<file path="src/design/rau_pkg.sv">
// Shared types and constants of the rational arithmetic unit.
// Used by rau_ctrl, rau_dp and rational_arithmetic_unit; depends on nothing.
`timescale 1ns / 1ps
`default_nettype none

package rau_pkg;

	// Default width of a result word
	localparam int WORD_BITS_DEF = 32;

	// Width of the exact intermediates (cross products and their sum)
	localparam int WIDE = 64;
	localparam int CNT_W = $clog2(WIDE);

	// Operation codes of a request
	localparam logic [2:0] K_ADD = 3'd0;
	localparam logic [2:0] K_SUB = 3'd1;
	localparam logic [2:0] K_MUL = 3'd2;
	localparam logic [2:0] K_DIV = 3'd3;
	localparam logic [2:0] K_NEG = 3'd4;
	localparam logic [2:0] K_NE  = 3'd5;

	// Result status codes
	localparam logic [1:0] ST_OK       = 2'd0;
	localparam logic [1:0] ST_DIV_ZERO = 2'd1;
	localparam logic [1:0] ST_OVERFLOW = 2'd2;

	// Multiplier steps: first cross product, second cross product, denominator
	localparam logic [1:0] MS_P = 2'd0;
	localparam logic [1:0] MS_Q = 2'd1;
	localparam logic [1:0] MS_D = 2'd2;

	// Commands from the controller to the datapath
	typedef struct packed {
		logic       load;
		logic       mul_en;
		logic [1:0] mul_step;
		logic       comb;
		logic       sign;
		logic       gcd_step;
		logic       div_init;
		logic       div_step;
		logic       finish;
	} dp_cmd_t;

	// Status from the datapath to the controller
	typedef struct packed {
		logic early_exit;
		logic is_cmp;
		logic num_zero;
		logic gcd_done;
	} dp_stat_t;

endpackage

`default_nettype wire

</file>
<file path="src/design/rau_ctrl.sv">
// Sequencing state machine of the rational arithmetic unit.
// Depends on rau_pkg for the command and status structs.
`timescale 1ns / 1ps
`default_nettype none

module rau_ctrl (
	input  wire logic              clk,
	input  wire logic              arst_n,
	input  wire logic              start,
	input  wire rau_pkg::dp_stat_t stat,
	output rau_pkg::dp_cmd_t       cmd,
	output logic                   busy,
	output logic                   done
);

	localparam logic [3:0] S_IDLE = 4'd0;
	localparam logic [3:0] S_MUL0 = 4'd1;
	localparam logic [3:0] S_MUL1 = 4'd2;
	localparam logic [3:0] S_MUL2 = 4'd3;
	localparam logic [3:0] S_COMB = 4'd4;
	localparam logic [3:0] S_SIGN = 4'd5;
	localparam logic [3:0] S_GCD  = 4'd6;
	localparam logic [3:0] S_DIV  = 4'd7;
	localparam logic [3:0] S_FIN  = 4'd8;

	localparam logic [rau_pkg::CNT_W-1:0] CNT_LAST = rau_pkg::CNT_W'(rau_pkg::WIDE - 1);

	logic [3:0]                state_q, state_d;
	logic [rau_pkg::CNT_W-1:0] cnt_q;
	logic                      done_q;

	// Decode the state into commands and the next state
	always_comb begin
		cmd     = '0;
		state_d = state_q;
		unique case (state_q)
			S_IDLE: begin
				if (start) begin
					cmd.load = 1'b1;
					state_d  = S_MUL0;
				end
			end
			S_MUL0: begin
				if (stat.early_exit) begin
					state_d = S_FIN;
				end else begin
					cmd.mul_en   = 1'b1;
					cmd.mul_step = rau_pkg::MS_P;
					state_d      = S_MUL1;
				end
			end
			S_MUL1: begin
				cmd.mul_en   = 1'b1;
				cmd.mul_step = rau_pkg::MS_Q;
				state_d      = S_MUL2;
			end
			S_MUL2: begin
				cmd.mul_en   = 1'b1;
				cmd.mul_step = rau_pkg::MS_D;
				state_d      = S_COMB;
			end
			S_COMB: begin
				cmd.comb = 1'b1;
				state_d  = stat.is_cmp ? S_FIN : S_SIGN;
			end
			S_SIGN: begin
				cmd.sign = 1'b1;
				state_d  = stat.num_zero ? S_FIN : S_GCD;
			end
			S_GCD: begin
				if (stat.gcd_done) begin
					cmd.div_init = 1'b1;
					state_d      = S_DIV;
				end else begin
					cmd.gcd_step = 1'b1;
				end
			end
			S_DIV: begin
				cmd.div_step = 1'b1;
				if (cnt_q == CNT_LAST) begin
					state_d = S_FIN;
				end
			end
			S_FIN: begin
				cmd.finish = 1'b1;
				state_d    = S_IDLE;
			end
			default: begin
				state_d = S_IDLE;
			end
		endcase
	end

	// Advance the state, count division steps, raise the result strobe
	always_ff @(posedge clk or negedge arst_n) begin
		if (!arst_n) begin
			state_q <= S_IDLE;
			cnt_q   <= '0;
			done_q  <= 1'b0;
		end else begin
			state_q <= state_d;
			done_q  <= (state_q == S_FIN);
			if (cmd.div_init) begin
				cnt_q <= '0;
			end else if (cmd.div_step) begin
				cnt_q <= cnt_q + 1'b1;
			end
		end
	end

	assign busy = (state_q != S_IDLE);
	assign done = done_q;

endmodule

`default_nettype wire

</file>
<file path="config.mk">
export PLATFORM = sky130hd
export DESIGN_NAME = rau_ctrl
export DESIGN_NICKNAME = d
export VERILOG_FILES = /design/src/design/rau_pkg.sv /design/src/design/rau_ctrl.sv
export SDC_FILE = /design/constraint.sdc
export NUM_CORES = 1
export LEC_CHECK = 0
export BUFFER_PORTS_ARGS = -buffer_cell sky130_fd_sc_hd__buf_2
export CORE_MARGIN = 10
export CORE_UTILIZATION = 50
export CTS_BUF_LIST = sky130_fd_sc_hd__clkbuf_16
export DETAILED_ROUTE_END_ITERATION = 7
export GPL_ROUTABILITY_DRIVEN = 0
export HOLD_SLACK_MARGIN = 0.05
export PLACE_DENSITY = 0.77
export REMOVE_ABC_BUFFERS = 1
export SLEW_MARGIN = 40
export SYNTH_ARGS = -nofsm -noshare
export SYNTH_HDL_FRONTEND = slang
export SYNTH_SLANG_ARGS = --single-unit
</file>
<file path="constraint.sdc">
create_clock -name clk -period 1.5 [get_ports clk]
set_input_delay 0.225 -clock clk [delete_from_list [all_inputs] [get_ports clk]]
set_output_delay 0.225 -clock clk [all_outputs]
set_load 0.05 [all_outputs]
</file>
==> results of run 1 <==
cell families after synthesis:
kind of cell,Yosys count,share of synthesized area
AO/OA/AOI/OAI,22,0.195
XOR/XNOR,2,0.0247
adder cells (fa/ha/maj),1,0.0176
buffers and inverters,9,0.0546
flip-flops,11,0.387
multiplexers,1,0.0158
AND/OR/NAND/NOR,35,0.305
repair_timing:
action                     in CTS
setup endpoints to repair      11
resized for setup              37
hold endpoints to repair       11
pin swaps                       3
hold buffers                    1
buffers inserted                8
cells in the mapped netlist, drive strengths merged:
library cell  instances
nand3                 3
nor4bb                1
ha                    1
o2111a                1
nor2b                 1
nor2                  6
nand2                 5
nor4b                 1
or3                   4
o21ai                 5
mux2                  1
nand2b                3
dfrtp                11
or3b                  1
nand4b                1
and3                  2
a21oi                 8
or4                   1
inv                   5
nor3b                 1
nor4                  1
o211ai                2
buf                   4
xor2                  1
a21o                  1
nor3                  4
xnor2                 1
o31ai                 2
o31a                  1
a221oi                1
o21a                  1
through the flow:
step / utilization / hold WS [ps] / setup TNS (ps) / cells
after CTS: 0.902 / 395 / -296 / 137
after detailed placement: 0.687 / 105 / 0 / 124
after global placement: 0.687 / 99.3 / 0 / 124
after floorplan: - / -70.6 / -6420 / 77
==> run summary, run 1 <==
The floorplan step set the die height to 57.7 microns. The tools report the initial core utilization as 0.539. In this run the cell area of the synthesized design comes to 711 sq um.

The flow did not finish. The tool reported: "[ERROR DPL-0033] detailed placement checks failed during check placement". The kind of the worst endpoint is an output port.

The number of antenna violations at the first check in global routing was 0. The average instance in the mapped netlist occupies 8.77 sq um. The cell type contributing the most total cell area after synthesis was sky130_fd_sc_hd__dfrtp_1.

Once global-route timing repair stopped, the endpoint with the least setup slack was cmd[3]. Entering global routing, the biggest net connects 12 pins. Before CTS, the worst setup slack after placement is 17.3 ps. During synthesis, Yosys emitted a total of 0 warnings.

The proportion of synthesized chip area in sequential cells came out at 0.387. Detailed placement finished with a half-perimeter wire length of 1480 microns. Buffers inserted during clock tree synthesis total 3. The width of the die is 57.7 microns.

The instance count of the mapped netlist is 81, and the H-tree depth is 1. Root buffer cell: sky130_fd_sc_hd__clkbuf_16. The number of port buffers is 18. The clock passes through at most 2 buffers. The cell area after placement came out at 905 sq um. The count of state elements after synthesis is 11. Sorting the synthesized cells by area gives the leading types as sky130_fd_sc_hd__dfrtp_1 (39%), sky130_fd_sc_hd__a21oi_1 (5.6%), sky130_fd_sc_hd__o21ai_0 (3.5%). Row generation in the floorplan step produced 13 rows.

The number of clock sinks seen by CTS was 11; the share of Yosys cell area claimed by the top area cell type was 0.387. The count of distinct cell types in the synthesized netlist is 32. The stage where the run came to a stop is 5_1_grt. Pin placement for this block handled 19 I/O pins.
==> run 2, diff against run 1 <==
- CORE_AREA: not set -> 10 10 71 73
- CORE_MARGIN: 10 -> not set
- CORE_UTILIZATION: 50 -> not set
- CTS_BUF_LIST: sky130_fd_sc_hd__clkbuf_16 -> not set
- DIE_AREA: not set -> 0 0 81 83
- HOLD_SLACK_MARGIN: 0.05 -> not set
- PLACE_DENSITY: 0.77 -> not set
- PLACE_DENSITY_LB_ADDON: not set -> 0.15
==> run 2 against run 1 <==
  * The flow now finishes, with violations (setup timing)
  * Area after synthesis is the same
  * Synthesized cell count unchanged
==> run summary, run 2 <==
In this run the worst setup path terminates at cmd[3]. Dividing the detail-routed wire length by the instance count gives 13.3 microns. The critical path arrival is 1360 ps, and the number of nets in the final layout is 131.

In this run, synthesis inferred 0 flip-flops with an integrated enable. For this block, the via count after detailed routing is 767. The remaining antenna violation count is 0. In this run the clock root is driven by a sky130_fd_sc_hd__clkbuf_8.

The number of endpoints with negative hold slack in the final report is 0, and the remaining routing DRC violations is 0. The die covers 6720 sq um. Synthesis produced a netlist whose cell count is 81. The shortest clock period the worst path allows after layout is 1590 ps, and the required time of the critical path is 1270 ps.

The netlist uses 32 different library cells. In this run the cell area measured after placement is 966 sq um. The total global-route track usage was 0.0723.

The logs give 2 for the number of buffers on the longest clock path and 1 for the H-tree depth. The part of the cycle the worst path needs was 1.06; the area overhead of the layout relative to synthesis was 85.4%. The clock edge transition at the registers on the reported setup and hold paths works out to 50 ps.

Yosys attributes the largest share of cell area to sky130_fd_sc_hd__dfrtp_1 (39%), sky130_fd_sc_hd__a21oi_1 (5.6%), sky130_fd_sc_hd__o21ai_0 (3.5%). The number of cell instances on the worst register-to-register path is 4, and the number of warnings printed during yosys synthesis is 0. The width of the die is 81 microns.

The fraction of synthesis flops using an asynchronous set or reset pin is 1.00. Worst-case vdd ir drop: 0.00126 V. For the worst relative slew slack, the log shows 0.811. The per-instance average area after synthesis is 8.77 sq um. The library cell used most frequently in the layout, excluding fill and tap cells, is sky130_fd_sc_hd__buf_6.

In the layout the commonest cells are sky130_fd_sc_hd__buf_6 (15), sky130_fd_sc_hd__buf_4 (13), sky130_fd_sc_hd__dfrtp_1 (9). Setup repair after global routing could not meet its margin everywhere. In this run, the number of DRC markers left after iteration 0 of detailed routing was 23. Clock latency on the worst-skew pair, taken at its later pin, is 240 ps.

The count of final max-slew check failures was 0. The number of port buffers works out to 18. Summed over all layers, the routed wires come to 2270 microns. The total internal power is 1520 uW, and the logic gate share of total power is 0.688. The number of vias per cell was 4.51; the count of boundary I/O pins was 19. For the pin with the worst max-slew slack, the measured transition is 281 ps.

The least setup slack across all paths after layout is -88.6 ps, and the proportion of synthesized chip area in sequential cells is 0.387. Share of power burned in the clock network: 0.105. Path type of the worst setup path: reg2out. The run gives 22 as the number of standard-cell rows in the floorplan. sky130_fd_sc_hd__dfrtp_1 is the most common cell in the netlist. The die extent in y is 83 microns, and the count of state elements after synthesis is 11. The register with the most flip-flops in the layout has 6 of them.

In this run the worst path has a maximum fanout of 7. The startpoint of the worst setup timing path is state_q[1]. The fraction of layout cells with a size suffix above 1 was 0.566. Clock skew on the completed layout was measured at 2.98 ps. 0 antenna diodes ended up in the layout. TritonCTS built the clock tree. Counting flops per register, the top entry is cnt_q. The switching share of total power was 0.458. The share of power burned in registers was 0.207; the global-route congestion overflow total was 0. The first global-routing pass estimated 3930 microns of wire. The number of CTS-inserted buffers is 3, and the post-synthesis cell area is 711 sq um. The element type at the critical path end was a primary output.

STA classifies the critical path startpoint as a register. The run gives 0.000583 uW as the static leakage. The tightest hold path in the finished design has a slack of 389 ps. The tool flagged a number of max-cap violations equal to 0.

The design draws 2800 uW. Setup violations remaining at the end of the flow were counted as 6. For the number of antenna violations at the first check in global routing, the log shows 0. The logs give 3630 sq um for the total core area and 1320 sq um for the post-route cell area. The tools report the via count of the first global-routing pass as 849. The power density over the cells came out at 2120 nW/um^2. For the maximum clock frequency, the log shows 629 MHz.

The clock drives 11 sinks. Summed over all instances, the cell type with the most area after synthesis is sky130_fd_sc_hd__dfrtp_1. The launch instance of the worst register-to-register path was state_q[1].

The wire-length estimate of the detail-placed layout is 1660 microns. The share of Yosys cell area claimed by the top area cell type came out at 0.387. Ranked by instance count, the synthesized netlist is headed by sky130_fd_sc_hd__dfrtp_1 (11), sky130_fd_sc_hd__a21oi_1 (8), sky130_fd_sc_hd__nor2_1 (6). The worst hold path belongs to the class in2async. Fill cell total of the finished layout: 389. The checks that failed: setup timing. Summed over all failing endpoints, the final setup total negative slack is -178 ps. In this run the critical register-to-register path is captured at cnt_q[5]. In this run the power spent charging and discharging nets is 1280 uW. The run gives 0.196 as the initial core utilization. The flow ran to the end, but the final reports show violations. Dominant synthesized flop cell: sky130_fd_sc_hd__dfrtp_1. Flop-to-flop setup slack: 0 ps. The first detailed-routing pass took 4 iterations. Entering global routing, the biggest net connects 12 pins.
## run 2: cell counts after synthesis
Identical to the previous run, type by type.
## run 2: cell type report
class,instances,area (sq um),share of cell area
multi-input cells,61,524,0.398
repair buffers,41,392,0.297
flip-flops and latches,11,278,0.211
well taps,48,60.1,0.0456
clock buffers,4,45.0,0.0342
inverters,5,18.8,0.0142
## run 2: worst min-delay path by stage
| stage | startpoint | endpoint | slack [ps] | cells after the start |
|---|---|---|---|---|
| finish | arst_n | cnt_q[0] | 390 | 2 |
| CTS | arst_n | cnt_q[0] | 390 | 2 |
| detailed placement | arst_n | cnt_q[0] | 120 | 1 |
| global route | arst_n | cnt_q[0] | 420 | 2 |
| global placement | arst_n | cnt_q[0] | 120 | 1 |
| floorplan | arst_n | cnt_q[0] | -70 | 0 |
## run 2: repair_timing
item | CTS | global route
setup buffers | 4 | 3
hold endpoints to repair | 11 | 0
resized for setup | 44 | 19
hold buffers | 1 | 0
pin swaps | 2 | 5
setup endpoints to repair | 11 | 16
cloned | 0 | 0
## run 2: kinds of logic (layout without fill, tap and decap cells)
logic type      count (synthesis)  in the layout  share of synthesized area
compound gates                 22             22                      0.195
xor+xnor                        2              2                     0.0247
fa+ha+maj                       1              1                     0.0176
buf+inv                         9             50                     0.0546
flops                          11             11                      0.387
mux                             1              1                     0.0158
simple gates                   35             35                      0.305
## run 2: stage by stage
step | worst slack (ps) | std cells | utilization
floorplan | -1060 | 77 | -
global placement | 11.2 | 158 | 0.266
detailed placement | 22.6 | 158 | 0.266
CTS | -92.9 | 167 | 0.335
global route | -130 | 170 | 0.363
finish | -88.6 | 170 | 0.363
## run 2: critical path, cell delays in order, from the launching register on
cell,delay (ps)
sky130_fd_sc_hd__dfrtp_2,500
sky130_fd_sc_hd__nand2b_4,80
sky130_fd_sc_hd__or3_4,340
sky130_fd_sc_hd__inv_2,70
sky130_fd_sc_hd__buf_8,140
## run 2: power groups by stage
stage / clock, uW / sequential [uW] / combinational (uW)
6_report: 294 / 579 / 1920
5_1_grt: 326 / 603 / 2070
4_1_cts: 306 / 573 / 1710
3_5_place_dp: 0 / 557 / 1340
3_3_place_gp: 0 / 554 / 1360
2_1_floorplan: 0 / 633 / 772
## run 2: layer usage
layer / track usage / part of all wire / vias up
li1: - / - / 376
met1: 0.0826 / 0.44 / 361
met2: 0.108 / 0.45 / 25
met3: 0.0356 / 0.093 / 5
met4: 0.0360 / 0.018 / 0
met5: 0 / 0 / -
Note: power is estimated with default switching activity, not from simulation.
